`src/sv/mqjd_sub.sv`:
```
// ----------------------------------------------------------------------------
// mqjd_sub
// Shared subtract/compare unit: difference and borrow of two unsigned words.
// ----------------------------------------------------------------------------
module mqjd_sub #(
  parameter int AW = 13
) (
  input  logic [AW-1:0] a,
  input  logic [AW-1:0] b,
  output logic [AW-1:0] diff,
  output logic          borrow
);

  // borrow set means a < b
  assign {borrow, diff} = {1'b0, a} - {1'b0, b};

endmodule

```
`config.mk`:
```
export PLATFORM = sky130hd
export DESIGN_NAME = mqjd_sub
export DESIGN_NICKNAME = d
export VERILOG_FILES = /design/src/sv/mqjd_sub.sv
export SDC_FILE = /design/constraint.sdc
export NUM_CORES = 1
export LEC_CHECK = 0
export BUFFER_PORTS_ARGS = -buffer_cell sky130_fd_sc_hd__buf_2
export CAP_MARGIN = 25
export CORE_AREA = 2 2 44 46
export DETAILED_ROUTE_END_ITERATION = 8
export DIE_AREA = 0 0 46 48
export PLACE_DENSITY = 0.73
export SLEW_MARGIN = 20
export SYNTH_ARGS = -nofsm -noshare
export SYNTH_HDL_FRONTEND = slang
export SYNTH_SLANG_ARGS = --single-unit
```
`constraint.sdc`:
```
create_clock -name vclk -period 3.6
set_clock_uncertainty 0.2 [all_clocks]
set_input_delay 0.72 -clock vclk [all_inputs]
set_output_delay 0.72 -clock vclk [all_outputs]
set_load 0.02 [all_outputs]
```
==> impl_metrics.ini, run 1 <==
[finish]
seq_area_um2 = 0
design.seq.count = 0
n_fill_cell = 188
area_delta_synth_final_pct = 33.3
n_antenna_cell = 0
nClkBuffers = 0
final_area_um2 = 841
drive_gt1_share_pct = 32.1
multi_input_area_um2 = 559
nNetsFinal = 173

[yosys]
synth_fp_nets = 134
synthAdderAreaFrac_pct = 29.0
synth_cell_types = 28
synth_compound_area_share_pct = 27.8
synth_xor_area_share_pct = 11.1
syn-cell-area_um2 = 631
avgSynthCellArea_um2 = 6.71
synth_top_area_share_pct = 25.8
synth_top_family_by_area = adder cells
synth_top_area_cell = ha_1
synth_warnings = 0
syn_inst = 94
synthSimpleGateAreaFrac_pct = 18.7
synth_mux_area_share_pct = 1.59
yosys-top-cells-area = ha_1 (26%), inv_1 (9.5%), a21oi_1 (7.1%)
ys_seq_area_share_pct = 0

[setup_path]
crit_chain = buf_2 > inv_1 > ha_1 > nor2b_1 > o31a_1 > o31a_1 > a221o_1 > a31oi_1 > buf_2
cp_max_fo = 4
slowest_delay_ns = 0.34
cp.required_ns = 2.68
arrival_ns = 2.52
worstSetupPathType = primary input to primary output
cp-start-kind = primary input
slowest_stage = a221o_1
end_kind = primary output

[route]
vias = 766
drt-total-wl_um = 1450
drcViolationCount = 0
detail_route.wl_per_cell_um = 9.77
ant_nets = 0
drt_iter0_markers = 3
vias_per_cell = 5.18
firstDrtPassIters = 4

[power]
vdd_ir_drop_max_mv = 0.0966
powerDensity_nw_per_um2 = 223
leakagePower_nw = 0.491
power.total_mw = 0.187

[clocking]
hold_buffers = 0
post_cts_resized = 0
post_cts_buffers = 0

[run]
drv_cap = 0

[placement]
dpl_cell_area_um2 = 837
pre_cts_ws_ns = 0.0741
gp_congestion = 0.771
post-dp-hpwl_um = 1320
portBuffers = 40

[timing]
rsz0062_at_grt = no
tightestPinTransition_ns = 0.268
period_share_pct = 95.6
whs_ns = 1.59
max-slew-margin-rel_pct = 82.1
fin_tns_setup_ns = 0
min_period_ns = 3.44
finalHoldViolations = 0
slew_violations = 0
setup_slack_ns = 0.158
finalSetupViolCount = 0
fmax_mhz = 290

[grt]
grt_usage_pct = 14.4
grt_pass1_wl_um = 2510
grt-ovfl-total = 0
antenna_found_initial = 0
grt_max_degree = 9
grt_pass1_vias = 688

[outcome]
status = completed

[floorplanning]
io-pin-count = 40
initial_utilization_pct = 37.3
die_w_um = 46
core_area_um2 = 1690
dieArea_um2 = 2210
die_y_um = 48
num_rows = 15

[worst_hold_path]
min_path_type = primary input to primary output
through the flow:
step	util, %	cells
after detailed placement	49.6	148
after floorplan	-	94
final	49.8	148
after global routing	49.8	148
after CTS	49.6	148
after global placement	49.6	148
synth_stat cells, drive strengths merged (2+ instances only):
cell	count
inv	16
ha	13
nor2	10
a21oi	9
o21ai	5
xnor2	4
xor2	4
a21o	3
nand2	3
nand3	3
o22ai	3
a31oi	2
buf	2
nor2b	2
o31a	2
or3	2
final cells by class:
type               count  area share, %
multi-input cells     75           66.5
repair buffers        40           23.8
well taps             17           2.53
inverters             16           7.14
power breakdown:
part / internal, mW / switching (mW)
sequential: 0 / 0
combinational: 0.0781 / 0.109
clock: 0 / 0
total: 0.0781 / 0.109
worst paths after layout:
| check | slack, ns | depth (start not counted) | endpoint | startpoint |
|---|---|---|---|---|
| worst min-delay path | 1.59 | 4 | diff[0] | b[0] |
| worst max-delay path | 0.16 | 9 | borrow | b[1] |
cells by family after synthesis:
| kind of cell | count (synthesis) |
|---|---|
| AO/OA/AOI/OAI | 28 |
| AND/OR/NAND/NOR | 24 |
| buffers and inverters | 19 |
| adder cells (fa/ha/maj) | 14 |
| XOR/XNOR | 8 |
| multiplexers | 1 |
per-layer routing:
layer  GRT usage (%)  part of all wire [%]  vias to the layer above
met4               0                     0                        0
met5               0                     0                        -
met3            1.51                   7.4                        0
met2            28.9                    50                       28
met1            17.2                    42                      333
li1                -                     -                      405
critical path, delay by kind of cell:
family / cells / cell delay, ns
adders and majority gates: 1 / 0.22
AOI/OAI and AO/OA: 4 / 1.08
buffers and inverters: 3 / 0.35
and+or+nand+nor: 1 / 0.14
cell usage in the layout (no fill, tap or decap), drive strengths merged:
cell type | netlist | final
o31a | 2 | 2
and4b | 1 | 1
fa | 1 | 1
nand4 | 1 | 1
nand3 | 3 | 3
nand2b | 1 | 1
or3 | 2 | 2
nor2 | 10 | 10
a21o | 3 | 3
a31oi | 2 | 2
o211ai | 1 | 1
a41oi | 1 | 1
a221o | 1 | 1
xnor2 | 4 | 4
or2 | 1 | 1
xor2 | 4 | 4
nand2 | 3 | 3
o21a | 1 | 1
inv | 16 | 16
buf | 2 | 40
nor2b | 2 | 2
ha | 13 | 13
o21ai | 5 | 5
o22ai | 3 | 3
a21oi | 9 | 9
mux2i | 1 | 1
Power figures use the tool's default switching activity.
==> inputs of run 2 (changes only) <==
--- a/config.mk
+++ b/config.mk
@@ -10,6 +10,7 @@
 export CORE_AREA = 2 2 44 46
 export DETAILED_ROUTE_END_ITERATION = 8
 export DIE_AREA = 0 0 46 48
+export MAX_ROUTING_LAYER = met4
 export PLACE_DENSITY = 0.73
 export SLEW_MARGIN = 20
 export SYNTH_ARGS = -nofsm -noshare
==> run 2 against run 1 <==
Against the previous run:
- cell count unchanged
- wire length did not move
- count of clock-buffer cells in the layout stayed put
- utilization is the same
- worst setup slack worse by 0.0018 ns
- combinational power barely moved
- flip-flop and latch count did not move
- die area is the same
- non-clock buffer count unchanged
- hold slack unchanged
- maximum frequency hardly changed
- via count unchanged
==> impl_metrics.ini, run 2 (synthesized netlist as in run 1, its figures left out) <==
[setup_path]
cp.required_ns = 2.68
end_kind = primary output
cp-start-kind = primary input
slowest_stage = a221o_1
slowest_delay_ns = 0.34
arrival_ns = 2.52
crit_chain = buf_2 > inv_1 > ha_1 > nor2b_1 > o31a_1 > o31a_1 > a221o_1 > a31oi_1 > buf_2
cp_max_fo = 4
worstSetupPathType = primary input to primary output

[power]
vdd_ir_drop_max_mv = 0.0971
swShare_pct = 58.3
powerDensity_nw_per_um2 = 223
power.total_mw = 0.187
pwr-share-comb_pct = 100.0
p_seq_share_pct = 0
power_frac_clock_pct = 0
power.internal_mw = 0.0781
leakagePower_nw = 0.491
p_sw_mw = 0.109

[finish]
final_cell_mix = buf_2 (40), inv_1 (16), ha_1 (13), nor2_1 (10), a21oi_1 (8)
n_antenna_cell = 0
design.seq.count = 0
final_common_cell = buf_2
n_fill_cell = 188
seq_area_um2 = 0
nNetsFinal = 173
area_delta_synth_final_pct = 33.3
drive_gt1_share_pct = 32.1
nClkBuffers = 0

[clocking]
post_cts_buffers = 0
hold_buffers = 0

[placement]
pre_cts_ws_ns = 0.0741
gp_congestion = 0.781
post-dp-hpwl_um = 1320
portBuffers = 40

[floorplanning]
initial_utilization_pct = 37.3
die_w_um = 46
num_rows = 15
die_y_um = 48
io-pin-count = 40
dieArea_um2 = 2210
core_area_um2 = 1690

[grt]
grt_usage_pct = 14.8
grt_pass1_wl_um = 2510
antenna_found_initial = 0
grt-ovfl-total = 0
grt_pass1_vias = 688
grt_max_degree = 9

[route]
vias_per_cell = 5.18
ant_nets = 0
detail_route.wl_per_cell_um = 9.77
drt-total-wl_um = 1450
drcViolationCount = 0
vias = 766
firstDrtPassIters = 4
drt_iter0_markers = 3

[worst_hold_path]
min_path_type = primary input to primary output

[timing]
max-slew-margin-rel_pct = 82.1
period_share_pct = 95.7
finalSetupViolCount = 0
rsz0062_at_grt = no
slew_violations = 0
fin_tns_setup_ns = 0
fmax_mhz = 290
setup_slack_ns = 0.156
finalHoldViolations = 0
min_period_ns = 3.44
tightestPinTransition_ns = 0.268

[run]
drv_cap = 0

[outcome]
status = completed
==> run 2: cell counts in the layout (fill, tap and decap cells not counted) <==
Identical to the previous run, type by type.
==> run 2: area by class of cell <==
cell class | instances | area, um2 | area share [%]
Timing Repair Buffer | 40 | 200 | 23.8
Inverter | 16 | 60.1 | 7.14
Tap cell | 17 | 21.3 | 2.53
Multi-Input combinational cell | 75 | 559 | 66.5
==> run 2: timing repair <==
item	CTS	global route
hold endpoints to repair	0	0
setup endpoints to repair	0	2
resized for setup	0	1
==> run 2: critical path: cells and delay by family <==
| kind | cells | cell delay [ns] |
|---|---|---|
| adder cells (fa/ha/maj) | 1 | 0.22 |
| AND/OR/NAND/NOR | 1 | 0.14 |
| AO/OA/AOI/OAI | 4 | 1.09 |
| buffers and inverters | 3 | 0.35 |
==> run 2: final timing paths <==
path	startpoint	end	cells past startpoint
max	b[1]	borrow	9
min	b[0]	diff[0]	4
==> run 2: per-layer routing <==
layer	GRT usage (%)	part of all wire, %	vias to the layer above
li1	-	-	405
met3	0.377	6.4	0
met1	17.8	43	333
met2	28.9	50	28
met5	-	0	-
met4	0	0	0
==> run 2: stage by stage <==
step	instances	cell area, um2	hold slack [ns]	util, %
after detailed placement	148	837	1.60	49.6
after global placement	148	837	1.59	49.6
final	148	841	1.59	49.8
after global routing	148	841	1.62	49.8
after CTS	148	837	1.60	49.6
after floorplan	94	631	1.42	-
==> run 2: power by group through the flow <==
| stage | Combinational [mW] | Clock (mW) | Sequential [mW] |
|---|---|---|---|
| finish | 0.187 | 0 | 0 |
| global route | 0.209 | 0 | 0 |
| CTS | 0.188 | 0 | 0 |
| detailed placement | 0.188 | 0 | 0 |
| global placement | 0.184 | 0 | 0 |
| floorplan | 0.133 | 0 | 0 |
==> inputs of run 3 (changes only) <==
--- a/config.mk
+++ b/config.mk
@@ -12,6 +12,7 @@
 export DIE_AREA = 0 0 46 48
 export MAX_ROUTING_LAYER = met4
 export PLACE_DENSITY = 0.73
+export RECOVER_POWER = 50
 export SLEW_MARGIN = 20
 export SYNTH_ARGS = -nofsm -noshare
 export SYNTH_HDL_FRONTEND = slang
==> run 3 against run 2 <==
Against the previous run:
- worst setup slack better by 0.0014 ns
- hold slack better by 0.010 ns
- cell area down 0.89%
- flip-flop and latch count unchanged
- wire length down 0.35%
- global-route usage unchanged
- first-iteration DRC count unchanged
- largest power group unchanged
- highest routed layer unchanged
==> impl_metrics.ini, run 3 (synthesized netlist as in run 1, its figures left out) <==
[outcome]
status = completed

[timing]
min_period_ns = 3.44
period_share_pct = 95.6
finalSetupViolCount = 0
fmax_mhz = 290
fin_tns_setup_ns = 0
setup_slack_ns = 0.157
slew_violations = 0
tightestPinTransition_ns = 0.268
rsz0062_at_grt = no
finalHoldViolations = 0
max-slew-margin-rel_pct = 82.1

[placement]
portBuffers = 40
gp_congestion = 0.781
dp_cells = 148
pre_cts_ws_ns = 0.0741
post-dp-hpwl_um = 1320

[power]
vdd_ir_drop_max_mv = 0.0938
powerDensity_nw_per_um2 = 221
leakagePower_nw = 0.475
power.total_mw = 0.184

[grt]
grt_pass1_vias = 688
grt_max_degree = 9
grt_pass1_wl_um = 2510
antenna_found_initial = 0
grt-ovfl-total = 0
grt_usage_pct = 14.8

[floorplanning]
core_area_um2 = 1690
num_rows = 15
die_w_um = 46
initial_utilization_pct = 37.3
die_y_um = 48
io-pin-count = 40
dieArea_um2 = 2210

[route]
met3WireLength_um = 102
detail_route.wl_per_cell_um = 9.74
vias = 766
firstDrtPassIters = 4
drt_iter0_markers = 3
vias_per_cell = 5.18
drt-total-wl_um = 1440
met1Wirelength_um = 609
drcViolationCount = 0
ant_nets = 0
top_layer = met3
route.met2.wl_um = 730

[finish]
final_cell_mix = buf_2 (34), inv_1 (16), ha_1 (13), nor2_1 (10), a21oi_1 (8)
seq_area_um2 = 0
drive_gt1_share_pct = 27.5
nClkBuffers = 0
area_delta_synth_final_pct = 32.1
n_antenna_cell = 0
final_common_cell = buf_2
design.seq.count = 0
nNetsFinal = 173
stdcell_count = 148

[setup_path]
end_kind = primary output
cp-start-kind = primary input
cp.required_ns = 2.68
worstSetupPathType = primary input to primary output
cp_max_fo = 4
arrival_ns = 2.52

[clocking]
post_cts_buffers = 0
post_cts_resized = 0
hold_buffers = 0

[run]
drv_cap = 0

[worst_hold_path]
min_path_type = primary input to primary output
run 3: cell count changes in the layout (fill, tap and decap cells not counted), sizes merged:
| cell | delta |
|---|---|
| clkbuf | +6 |
| buf | -6 |
run 3: metrics by stage:
step                hold WS (ns)  utilization [%]  instance area (um2)
floorplan                   1.42                -                  631
global placement            1.59             49.6                  837
detailed placement          1.60             49.6                  837
CTS                         1.60             49.6                  837
global route                1.63             49.3                  833
finish                      1.60             49.3                  833
run 3: path summary, 6_finish.rpt:
kind	start	to	slack, ns	depth (start not counted)
worst min-delay path	b[0]	diff[0]	1.60	4
worst max-delay path	b[1]	borrow	0.16	9
run 3: cell type report:
cell class | instances | area, um2
Tap cell | 17 | 21.3
Timing Repair Buffer | 40 | 193
Multi-Input combinational cell | 75 | 559
Inverter | 16 | 60.1
Fill cell | 186 | 856
run 3: worst max-delay path, cell delays in order:
cell and delay [ns]:
buf_2 0.09, inv_1 0.08, ha_1 0.22, nor2b_1 0.14, o31a_1 0.27, o31a_1 0.30, a221o_1 0.34, a31oi_1 0.17
buf_2 0.18
run 3: routing by layer:
metal / up-vias / GRT usage [%]
li1: 405 / -
met1: 333 / 17.8
met2: 28 / 28.9
met3: 0 / 0.377
met4: 0 / 0
met5: - / -
run 3: power by group:
| group | internal (mW) | total (mW) | switching (mW) |
|---|---|---|---|
| sequential | 0 | 0 | 0 |
| clock | 0 | 0 | 0 |
| combinational | 0.0749 | 0.184 | 0.109 |
