<file path="src/sv/mqjd_pkg.sv">
// ----------------------------------------------------------------------------
// mqjd_pkg
// Types, codes and helpers shared by the multi-queue job dispatcher.
// ----------------------------------------------------------------------------
package mqjd_pkg;

  localparam int NUM_QUEUES_DEF  = 64;
  localparam int QUEUE_DEPTH_DEF = 128;

  localparam int JOB_ID_W   = 16;
  localparam int BURST_W    = 16;
  localparam int PROC_W     = 6;
  localparam int QIDX_W     = 6;
  localparam int MODE_W     = 2;
  localparam int PCOUNT_W   = 7;
  localparam int CFG_IDX_W  = 1;
  localparam int CFG_DATA_W = 7;
  localparam int JOB_W      = JOB_ID_W + BURST_W;
  localparam int STEP_W     = $clog2(JOB_ID_W);

  typedef enum logic {
    KIND_ENQ = 1'b0,
    KIND_DEQ = 1'b1
  } mqjd_kind_t;

  typedef enum logic [MODE_W-1:0] {
    MODE_SINGLE = 2'd0,
    MODE_MODULO = 2'd1,
    MODE_LEAST  = 2'd2
  } mqjd_mode_t;

  typedef enum logic [1:0] {
    ST_DONE  = 2'd0,
    ST_FULL  = 2'd1,
    ST_EMPTY = 2'd2
  } mqjd_status_t;

  typedef enum logic [CFG_IDX_W-1:0] {
    CFG_DISPATCH_MODE = 1'b0,
    CFG_PROC_COUNT    = 1'b1
  } mqjd_cfg_reg_t;

  typedef enum logic [2:0] {
    S_IDLE,
    S_DIV,
    S_SCAN,
    S_LOOKUP,
    S_EXEC,
    S_JREAD,
    S_FIN
  } mqjd_state_t;

  typedef struct packed {
    mqjd_kind_t          kind;
    logic [JOB_ID_W-1:0] job_id;
    logic [BURST_W-1:0]  job_len;
    logic [PROC_W-1:0]   processor;
  } mqjd_in_item_t;

  typedef struct packed {
    mqjd_status_t        status;
    logic [QIDX_W-1:0]   queue_index;
    logic [JOB_ID_W-1:0] out_job_id;
    logic [BURST_W-1:0]  out_job_len;
  } mqjd_out_item_t;

  typedef struct packed {
    logic rd_en;
    logic wr_en;
  } mqjd_mem_ctl_t;

  // Width of a queue index for a given queue count.
  function automatic int qidx_w(input int n);
    return (n > 1) ? $clog2(n) : 1;
  endfunction

  // Width of the shared subtractor: fits a queue count and a shifted remainder.
  function automatic int sub_w(input int depth);
    return ($clog2(depth + 1) > PCOUNT_W + 1) ? $clog2(depth + 1) : PCOUNT_W + 1;
  endfunction

endpackage

</file>
<file path="src/sv/mqjd_ctrl.sv">
// ----------------------------------------------------------------------------
// mqjd_ctrl
// Sequencer: queue selection (fixed, by modulo or by scan), then enqueue or dequeue.
// ----------------------------------------------------------------------------
module mqjd_ctrl #(
  parameter  int NUM_QUEUES  = 64,
  parameter  int QUEUE_DEPTH = 128,
  localparam int QW          = mqjd_pkg::qidx_w(NUM_QUEUES),
  localparam int PW          = $clog2(QUEUE_DEPTH),
  localparam int CW          = $clog2(QUEUE_DEPTH + 1),
  localparam int AW          = mqjd_pkg::sub_w(QUEUE_DEPTH),
  localparam int NW          = mqjd_pkg::PCOUNT_W
) (
  input  logic                     clk,
  input  logic                     rst_n,
  input  logic                     in_accept,
  input  mqjd_pkg::mqjd_in_item_t  in_item,
  input  logic [mqjd_pkg::MODE_W-1:0] mode,
  input  logic [NW-1:0]            n_eff,
  input  logic                     out_free,
  output logic                     busy,
  output logic                     res_load,
  output mqjd_pkg::mqjd_out_item_t res,
  output mqjd_pkg::mqjd_mem_ctl_t  qt_ctl,
  output logic [QW-1:0]            qt_rd_addr,
  output logic [QW-1:0]            qt_wr_addr,
  output logic [PW-1:0]            qt_wr_head,
  output logic [PW-1:0]            qt_wr_tail,
  output logic [CW-1:0]            qt_wr_cnt,
  input  logic [PW-1:0]            qt_rd_head,
  input  logic [PW-1:0]            qt_rd_tail,
  input  logic [CW-1:0]            qt_rd_cnt,
  output mqjd_pkg::mqjd_mem_ctl_t  jm_ctl,
  output logic [QW+PW-1:0]         jm_addr,
  output logic [mqjd_pkg::JOB_W-1:0] jm_wr_data,
  input  logic [mqjd_pkg::JOB_W-1:0] jm_rd_data,
  output logic [AW-1:0]            sub_a,
  output logic [AW-1:0]            sub_b,
  input  logic [AW-1:0]            sub_diff,
  input  logic                     sub_borrow
);

  import mqjd_pkg::*;

  mqjd_state_t         state_r, state_nxt;
  mqjd_in_item_t       item_r, item_nxt;
  logic [JOB_ID_W-1:0] k_r, k_nxt;
  logic [NW-1:0]       rem_r, rem_nxt;
  logic [STEP_W-1:0]   step_r, step_nxt;
  logic [NW-1:0]       scan_idx_r, scan_idx_nxt;
  logic                cmp_vld_r, cmp_vld_nxt;
  logic [NW-1:0]       cmp_idx_r, cmp_idx_nxt;
  logic [NW-1:0]       best_idx_r, best_idx_nxt;
  logic [CW-1:0]       best_cnt_r, best_cnt_nxt;
  logic [QW-1:0]       q_r, q_nxt;
  mqjd_out_item_t      res_r, res_nxt;
  logic [NW:0]         div_acc;
  logic                take;

  function automatic logic [PW-1:0] adv(input logic [PW-1:0] p);
    return (p == PW'(QUEUE_DEPTH - 1)) ? '0 : p + PW'(1);
  endfunction

  always_ff @(posedge clk) begin
    if (!rst_n) begin
      state_r   <= S_IDLE;
      cmp_vld_r <= 1'b0;
    end else begin
      state_r   <= state_nxt;
      cmp_vld_r <= cmp_vld_nxt;
    end
  end

  always_ff @(posedge clk) begin
    item_r     <= item_nxt;
    k_r        <= k_nxt;
    rem_r      <= rem_nxt;
    step_r     <= step_nxt;
    scan_idx_r <= scan_idx_nxt;
    cmp_idx_r  <= cmp_idx_nxt;
    best_idx_r <= best_idx_nxt;
    best_cnt_r <= best_cnt_nxt;
    q_r        <= q_nxt;
    res_r      <= res_nxt;
  end

  assign div_acc = {rem_r, k_r[JOB_ID_W-1]};

  always_comb begin
    state_nxt    = state_r;
    item_nxt     = item_r;
    k_nxt        = k_r;
    rem_nxt      = rem_r;
    step_nxt     = step_r;
    scan_idx_nxt = scan_idx_r;
    cmp_vld_nxt  = cmp_vld_r;
    cmp_idx_nxt  = cmp_idx_r;
    best_idx_nxt = best_idx_r;
    best_cnt_nxt = best_cnt_r;
    q_nxt        = q_r;
    res_nxt      = res_r;
    busy         = 1'b1;
    res_load     = 1'b0;
    qt_ctl       = '0;
    qt_rd_addr   = q_r;
    qt_wr_addr   = q_r;
    qt_wr_head   = qt_rd_head;
    qt_wr_tail   = qt_rd_tail;
    qt_wr_cnt    = qt_rd_cnt;
    jm_ctl       = '0;
    jm_addr      = {q_r, qt_rd_tail};
    jm_wr_data   = {item_r.job_id, item_r.job_len};
    sub_a        = AW'(div_acc);
    sub_b        = AW'(n_eff);
    take         = 1'b0;

    case (state_r)
      S_IDLE: begin
        busy = 1'b0;
        if (in_accept) begin
          item_nxt     = in_item;
          k_nxt        = in_item.job_id - JOB_ID_W'(1);
          rem_nxt      = '0;
          step_nxt     = STEP_W'(JOB_ID_W - 1);
          scan_idx_nxt = '0;
          cmp_vld_nxt  = 1'b0;
          q_nxt        = '0;
          state_nxt    = S_LOOKUP;
          if (in_item.kind == KIND_ENQ) begin
            if (mode == MODE_MODULO) begin
              state_nxt = S_DIV;
            end else if (mode == MODE_LEAST) begin
              state_nxt = S_SCAN;
            end
          end else if (mode == MODE_MODULO || mode == MODE_LEAST) begin
            if (32'(in_item.processor) >= NUM_QUEUES) begin
              // no such queue: report empty against the named processor
              res_nxt.status      = ST_EMPTY;
              res_nxt.queue_index = QIDX_W'(in_item.processor);
              res_nxt.out_job_id  = '0;
              res_nxt.out_job_len = '0;
              state_nxt           = S_FIN;
            end else begin
              q_nxt = QW'(in_item.processor);
            end
          end
        end
      end

      S_DIV: begin
        // one restoring step of (job_id - 1) mod n per cycle
        sub_a    = AW'(div_acc);
        sub_b    = AW'(n_eff);
        rem_nxt  = sub_borrow ? NW'(div_acc) : NW'(sub_diff);
        k_nxt    = k_r << 1;
        step_nxt = step_r - STEP_W'(1);
        if (step_r == '0) begin
          q_nxt     = QW'(rem_nxt);
          state_nxt = S_LOOKUP;
        end
      end

      S_SCAN: begin
        // issue count reads one queue ahead of the compare
        qt_rd_addr = QW'(scan_idx_r);
        if (scan_idx_r < n_eff) begin
          qt_ctl.rd_en = 1'b1;
          scan_idx_nxt = scan_idx_r + NW'(1);
          cmp_vld_nxt  = 1'b1;
          cmp_idx_nxt  = scan_idx_r;
        end else begin
          cmp_vld_nxt = 1'b0;
        end
        sub_a = AW'(qt_rd_cnt);
        sub_b = AW'(best_cnt_r);
        if (cmp_vld_r) begin
          take = (cmp_idx_r == '0) || sub_borrow;
          if (take) begin
            best_cnt_nxt = qt_rd_cnt;
            best_idx_nxt = cmp_idx_r;
          end
          if (cmp_idx_r == n_eff - NW'(1)) begin
            q_nxt       = take ? QW'(cmp_idx_r) : QW'(best_idx_r);
            cmp_vld_nxt = 1'b0;
            state_nxt   = S_LOOKUP;
          end
        end
      end

      S_LOOKUP: begin
        qt_ctl.rd_en = 1'b1;
        qt_rd_addr   = q_r;
        state_nxt    = S_EXEC;
      end

      S_EXEC: begin
        res_nxt.queue_index = QIDX_W'(q_r);
        state_nxt           = S_FIN;
        if (item_r.kind == KIND_ENQ) begin
          res_nxt.out_job_id  = item_r.job_id;
          res_nxt.out_job_len = item_r.job_len;
          if (qt_rd_cnt == CW'(QUEUE_DEPTH)) begin
            res_nxt.status = ST_FULL;
          end else begin
            res_nxt.status = ST_DONE;
            qt_ctl.wr_en   = 1'b1;
            qt_wr_tail     = adv(qt_rd_tail);
            qt_wr_cnt      = qt_rd_cnt + CW'(1);
            jm_ctl.wr_en   = 1'b1;
            jm_addr        = {q_r, qt_rd_tail};
          end
        end else begin
          if (qt_rd_cnt == '0) begin
            res_nxt.status      = ST_EMPTY;
            res_nxt.out_job_id  = '0;
            res_nxt.out_job_len = '0;
          end else begin
            res_nxt.status = ST_DONE;
            qt_ctl.wr_en   = 1'b1;
            qt_wr_head     = adv(qt_rd_head);
            qt_wr_cnt      = qt_rd_cnt - CW'(1);
            jm_ctl.rd_en   = 1'b1;
            jm_addr        = {q_r, qt_rd_head};
            state_nxt      = S_JREAD;
          end
        end
      end

      S_JREAD: begin
        res_nxt.out_job_id  = jm_rd_data[JOB_W-1:BURST_W];
        res_nxt.out_job_len = jm_rd_data[BURST_W-1:0];
        state_nxt           = S_FIN;
      end

      S_FIN: begin
        if (out_free) begin
          res_load  = 1'b1;
          state_nxt = S_IDLE;
        end
      end

      default: begin
        state_nxt = S_IDLE;
      end
    endcase
  end

  assign res = res_r;

endmodule

</file>
<file path="config.mk">
export PLATFORM = sky130hd
export DESIGN_NAME = mqjd_ctrl
export DESIGN_NICKNAME = d
export VERILOG_FILES = /design/src/sv/mqjd_pkg.sv /design/src/sv/mqjd_ctrl.sv
export SDC_FILE = /design/constraint.sdc
export NUM_CORES = 1
export LEC_CHECK = 0
export BUFFER_PORTS_ARGS = -buffer_cell sky130_fd_sc_hd__buf_4
export CAP_MARGIN = 15
export CORE_ASPECT_RATIO = 2
export CORE_UTILIZATION = 55
export DETAILED_ROUTE_END_ITERATION = 10
export GPL_ROUTABILITY_DRIVEN = 1
export HOLD_SLACK_MARGIN = 0.03
export PLACE_DENSITY = 0.94
export SLEW_MARGIN = 40
export SYNTH_ARGS = -nofsm -noshare
export SYNTH_HDL_FRONTEND = slang
export SYNTH_SLANG_ARGS = --single-unit
</file>
<file path="constraint.sdc">
create_clock -name clk -period 7.95 [get_ports clk]
set_input_delay 1.59 -clock clk [delete_from_list [all_inputs] [get_ports clk]]
set_output_delay 1.59 -clock clk [all_outputs]
set_load 0.05 [all_outputs]
</file>
==> impl_metrics.sql <==
INSERT INTO impl_metrics (metric_group, metric, value, unit) VALUES
('power', 'power.ir.vdd_worst', '0.393', 'mV'),
('floorplan', 'fp.dieArea', '0.0139', 'sq mm'),
('critical_path', 'cp_data_arrival_time', '4.17', 'ns'),
('synthesis', 'synthMostInstantiatedCell', 'sky130_fd_sc_hd__nand2_1', ''),
('critical_path', 'worst_path_largest_cell_delay', '0.53', 'ns'),
('synthesis', 'synth-seq-cells', '138', ''),
('critical_path', 'regToRegEndpoint', 'res[24]', ''),
('placed_design', 'finalWeightedCongestion', '0.943', ''),
('cells_and_area', 'areaGrowthSynthToFinish', '31.6', '%'),
('floorplan', 'initial_core_util', '56.6', '%'),
('synthesis', 'post_synth_main_area_contributors', 'sky130_fd_sc_hd__edfxtp_1 (55%), sky130_fd_sc_hd__nand2_1 (9.5%), sky130_fd_sc_hd__buf_4 (3.9%)', ''),
('floorplan', 'row_count', '59', ''),
('placed_design', 'numPlacedInstances', '1067', ''),
('clocking', 'clkSlewWorstSetupHoldPaths', '0.06', 'ns'),
('cells_and_area', 'diodes', '0', ''),
('synthesis', 'post-synth-top-area-fraction', '54.7', '%'),
('timing', 'max_freq', '0.174', 'GHz'),
('grt', 'grt_use_met3', '5.02', '%'),
('hold_path', 'min_from', 'k_r[10]', ''),
('detailed_routing', 'drt-total-wl', '20400', 'um'),
('synthesis', 'synth-edff-count', '134', ''),
('clocking', 'cts_htree_levels', '4', ''),
('power', 'power_frac_comb', '42.1', '%'),
('timing', 'post-route-period-util', '72.5', '%'),
('critical_path', 'timing.critical_path.from_type', 'input port', ''),
('detailed_routing', 'post_drt_via_cell_ratio', '5.72', ''),
('timing', 'rsz0062_at_grt', 'false', ''),
('placed_design', 'detailedPlacementHpwl', '15600', 'um'),
('grt', 'number_of_antenna_violations_at_the_first_check_in_global_routing', '0', ''),
('grt', 'pin_count_of_the_biggest_net_entering_global_routing', '36', ''),
('critical_path', 'r2r_cells', '5', ''),
('clocking', 'ctsHoldBuffers', '0', ''),
('critical_path', 'critical_path_buf_inv_count', '4', ''),
('cells_and_area', 'drive_above_1_share', '32.7', '%'),
('critical_path', 'timing.critical_path.slowest_stage_cell', 'sky130_fd_sc_hd__or4b_4', ''),
('critical_path', 'critical_path.top_delay_family', 'simple AND/OR/NAND/NOR gates', ''),
('synthesis', 'postSynth.topFlopCell', 'sky130_fd_sc_hd__edfxtp_1', ''),
('grt', 'gr_usage_total', '29.5', '%'),
('timing', 'max_slew_margin', '54.8', '%'),
('grt', 'grt_util_met1', '29.8', '%'),
('job', 'cap_violations', '0', ''),
('critical_path', 'required', '6.36', 'ns'),
('synthesis', 'ys_warn_count', '0', ''),
('status', 'run_status', 'finished, final reports clean', ''),
('timing', 'finalSetupViolations', '0', ''),
('critical_path', 'setup.worst_path.class', 'in2out', ''),
('synthesis', 'postSynthNetCount', '855', ''),
('power', 'power.net_switching', '1.52', 'mW'),
('synthesis', 'async_reset_ff_share', '0', '%'),
('clocking', 'numCtsBuffers', '17', ''),
('critical_path', 'worst_path_most_repeated_cell', 'sky130_fd_sc_hd__buf_4', ''),
('timing', 'post_route_minimum_period', '5.76', 'ns'),
('floorplan', 'die-height', '166', 'um'),
('power', 'leakage', '4.17', 'nW'),
('power', 'power.density_cell_area', '354', 'mW/mm^2'),
('synthesis', 'most_numerous_cell_types_in_the_synthesized_netlist', 'sky130_fd_sc_hd__nand2_1 (186), sky130_fd_sc_hd__edfxtp_1 (134), sky130_fd_sc_hd__nand3_1 (45)', ''),
('hold_path', 'hold_path_class', 'reg2reg', ''),
('power', 'power.switching_fraction', '44.3', '%'),
('critical_path', 'r2r_setup_slack', '5.50', 'ns'),
('power', 'total_power', '3.43', 'mW'),
('floorplan', 'fp.coreArea', '0.0130', 'sq mm'),
('hold_path', 'holdPathEnd', 'k_r[11]', ''),
('cells_and_area', 'stdcell_count', '1099', ''),
('power', 'cell_internal_pwr', '1.91', 'mW'),
('power', 'power.share.sequential', '35.3', '%'),
('clocking', 'post-cts-setup-buffers', '0', ''),
('timing', 'worst_slew_pin_slew', '0.676', 'ns'),
('synthesis', 'cell_area_synth', '0.00736', 'sq mm'),
('placed_design', 'placement.setup.worst_slack', '2.25', 'ns'),
('grt', 'use_met2', '55.4', '%'),
('timing', 'final.setup.worst_slack', '2.19', 'ns');
==> power by group through the flow <==
| stage | Combinational, mW | Clock (mW) | Sequential [mW] |
|---|---|---|---|
| 2_1_floorplan | 0.958 | 0 | 1.26 |
| 3_3_place_gp | 1.41 | 0 | 1.21 |
| 3_5_place_dp | 1.44 | 0 | 1.22 |
| 4_1_cts | 1.44 | 0.780 | 1.21 |
| 5_1_grt | 1.53 | 0.810 | 1.23 |
| 6_report | 1.45 | 0.775 | 1.21 |
==> sequential cells by signal, indices dropped and copies added, names as in the netlist, 6 cells and up <==
name,flops
rem_r,7
jm_wr_data,32
best_idx_r,6
scan_idx_r,7
k_r,16
cmp_idx_r,7
qt_wr_addr,6
res,40
best_cnt_r,8
==> worst max path at each step <==
stage / startpoint / to / slack (ns)
4_1_cts: qt_rd_cnt[0] / qt_wr_head[6] / 2.24
6_report: qt_rd_cnt[0] / qt_wr_head[6] / 2.19
3_3_place_gp: qt_rd_cnt[1] / qt_wr_head[6] / 2.37
2_1_floorplan: qt_rd_cnt[0] / qt_wr_tail[5] / 2.30
3_5_place_dp: qt_rd_cnt[0] / qt_wr_head[6] / 2.25
5_1_grt: qt_rd_cnt[1] / qt_wr_head[6] / 2.03
==> worst register-to-register path, cell delays in order, from the launching register on <==
cell and delay [ns]:
sky130_fd_sc_hd__dfxtp_1 0.62, sky130_fd_sc_hd__or3b_1 0.54, sky130_fd_sc_hd__clkinv_2 0.29, sky130_fd_sc_hd__nand2_1 0.17, sky130_fd_sc_hd__nand2_1 0.09, sky130_fd_sc_hd__buf_4 0.38
==> area by class of cell <==
cell class / instances / area [sq um] / area share (%)
well taps: 152 / 190 / 1.96
clock inverters: 15 / 153 / 1.58
flip-flops and latches: 138 / 4100 / 42.4
inverters: 27 / 104 / 1.07
repair buffers: 260 / 1950 / 20.2
multi-input cells: 490 / 2750 / 28.4
clock buffers: 17 / 425 / 4.39
==> cells by family after synthesis <==
kind of cell | synth area share [%]
flip-flops | 55.8
multiplexers | 1.77
buffers and inverters | 7.04
AND/OR/NAND/NOR | 20.0
AO/OA/AOI/OAI | 8.15
XOR/XNOR | 4.52
adder cells (fa/ha/maj) | 2.72
==> layout by cell type (no fill, tap or decap), types with 3 or more instances in the layout <==
cell                        synthesis  layout
sky130_fd_sc_hd__a21oi_1           23      22
sky130_fd_sc_hd__a221oi_1           3       3
sky130_fd_sc_hd__and2_1             4       4
sky130_fd_sc_hd__buf_4             38     260
sky130_fd_sc_hd__clkbuf_16          0      17
sky130_fd_sc_hd__clkinv_2           1       3
sky130_fd_sc_hd__dfxtp_1            4       4
sky130_fd_sc_hd__edfxtp_1         134     134
sky130_fd_sc_hd__ha_1              16      16
sky130_fd_sc_hd__inv_1             23      23
sky130_fd_sc_hd__inv_6              0       5
sky130_fd_sc_hd__inv_8              0       4
sky130_fd_sc_hd__mux2i_1           13      13
sky130_fd_sc_hd__nand2_1          186     185
sky130_fd_sc_hd__nand2b_1           4       4
sky130_fd_sc_hd__nand3_1           45      45
sky130_fd_sc_hd__nand3b_1           4       4
sky130_fd_sc_hd__nand4_1            4       4
sky130_fd_sc_hd__nor2_1            40      40
sky130_fd_sc_hd__nor3_1            12      12
sky130_fd_sc_hd__nor4_1             3       3
sky130_fd_sc_hd__o21ai_0           39      39
sky130_fd_sc_hd__o21ai_1            3       3
sky130_fd_sc_hd__o31ai_1            3       3
sky130_fd_sc_hd__or3_1              3       3
sky130_fd_sc_hd__or4_1              3       3
sky130_fd_sc_hd__xnor2_1           26      26
sky130_fd_sc_hd__xor2_1            12      12
==> per-layer routing <==
metal / vias up / wire length (um)
met5: - / 0
met4: 0 / 1200
met3: 83 / 1290
met2: 335 / 11000
met1: 2936 / 6880
li1: 2927 / -
==> per-stage QoR <==
stage,cell area [sq um],hold slack (ns)
global route,9680,0.556
CTS,9680,0.539
detailed placement,9100,0.517
finish,9680,0.547
global placement,9090,0.505
floorplan,7360,0.476
Note: power is estimated with default switching activity, not from simulation.
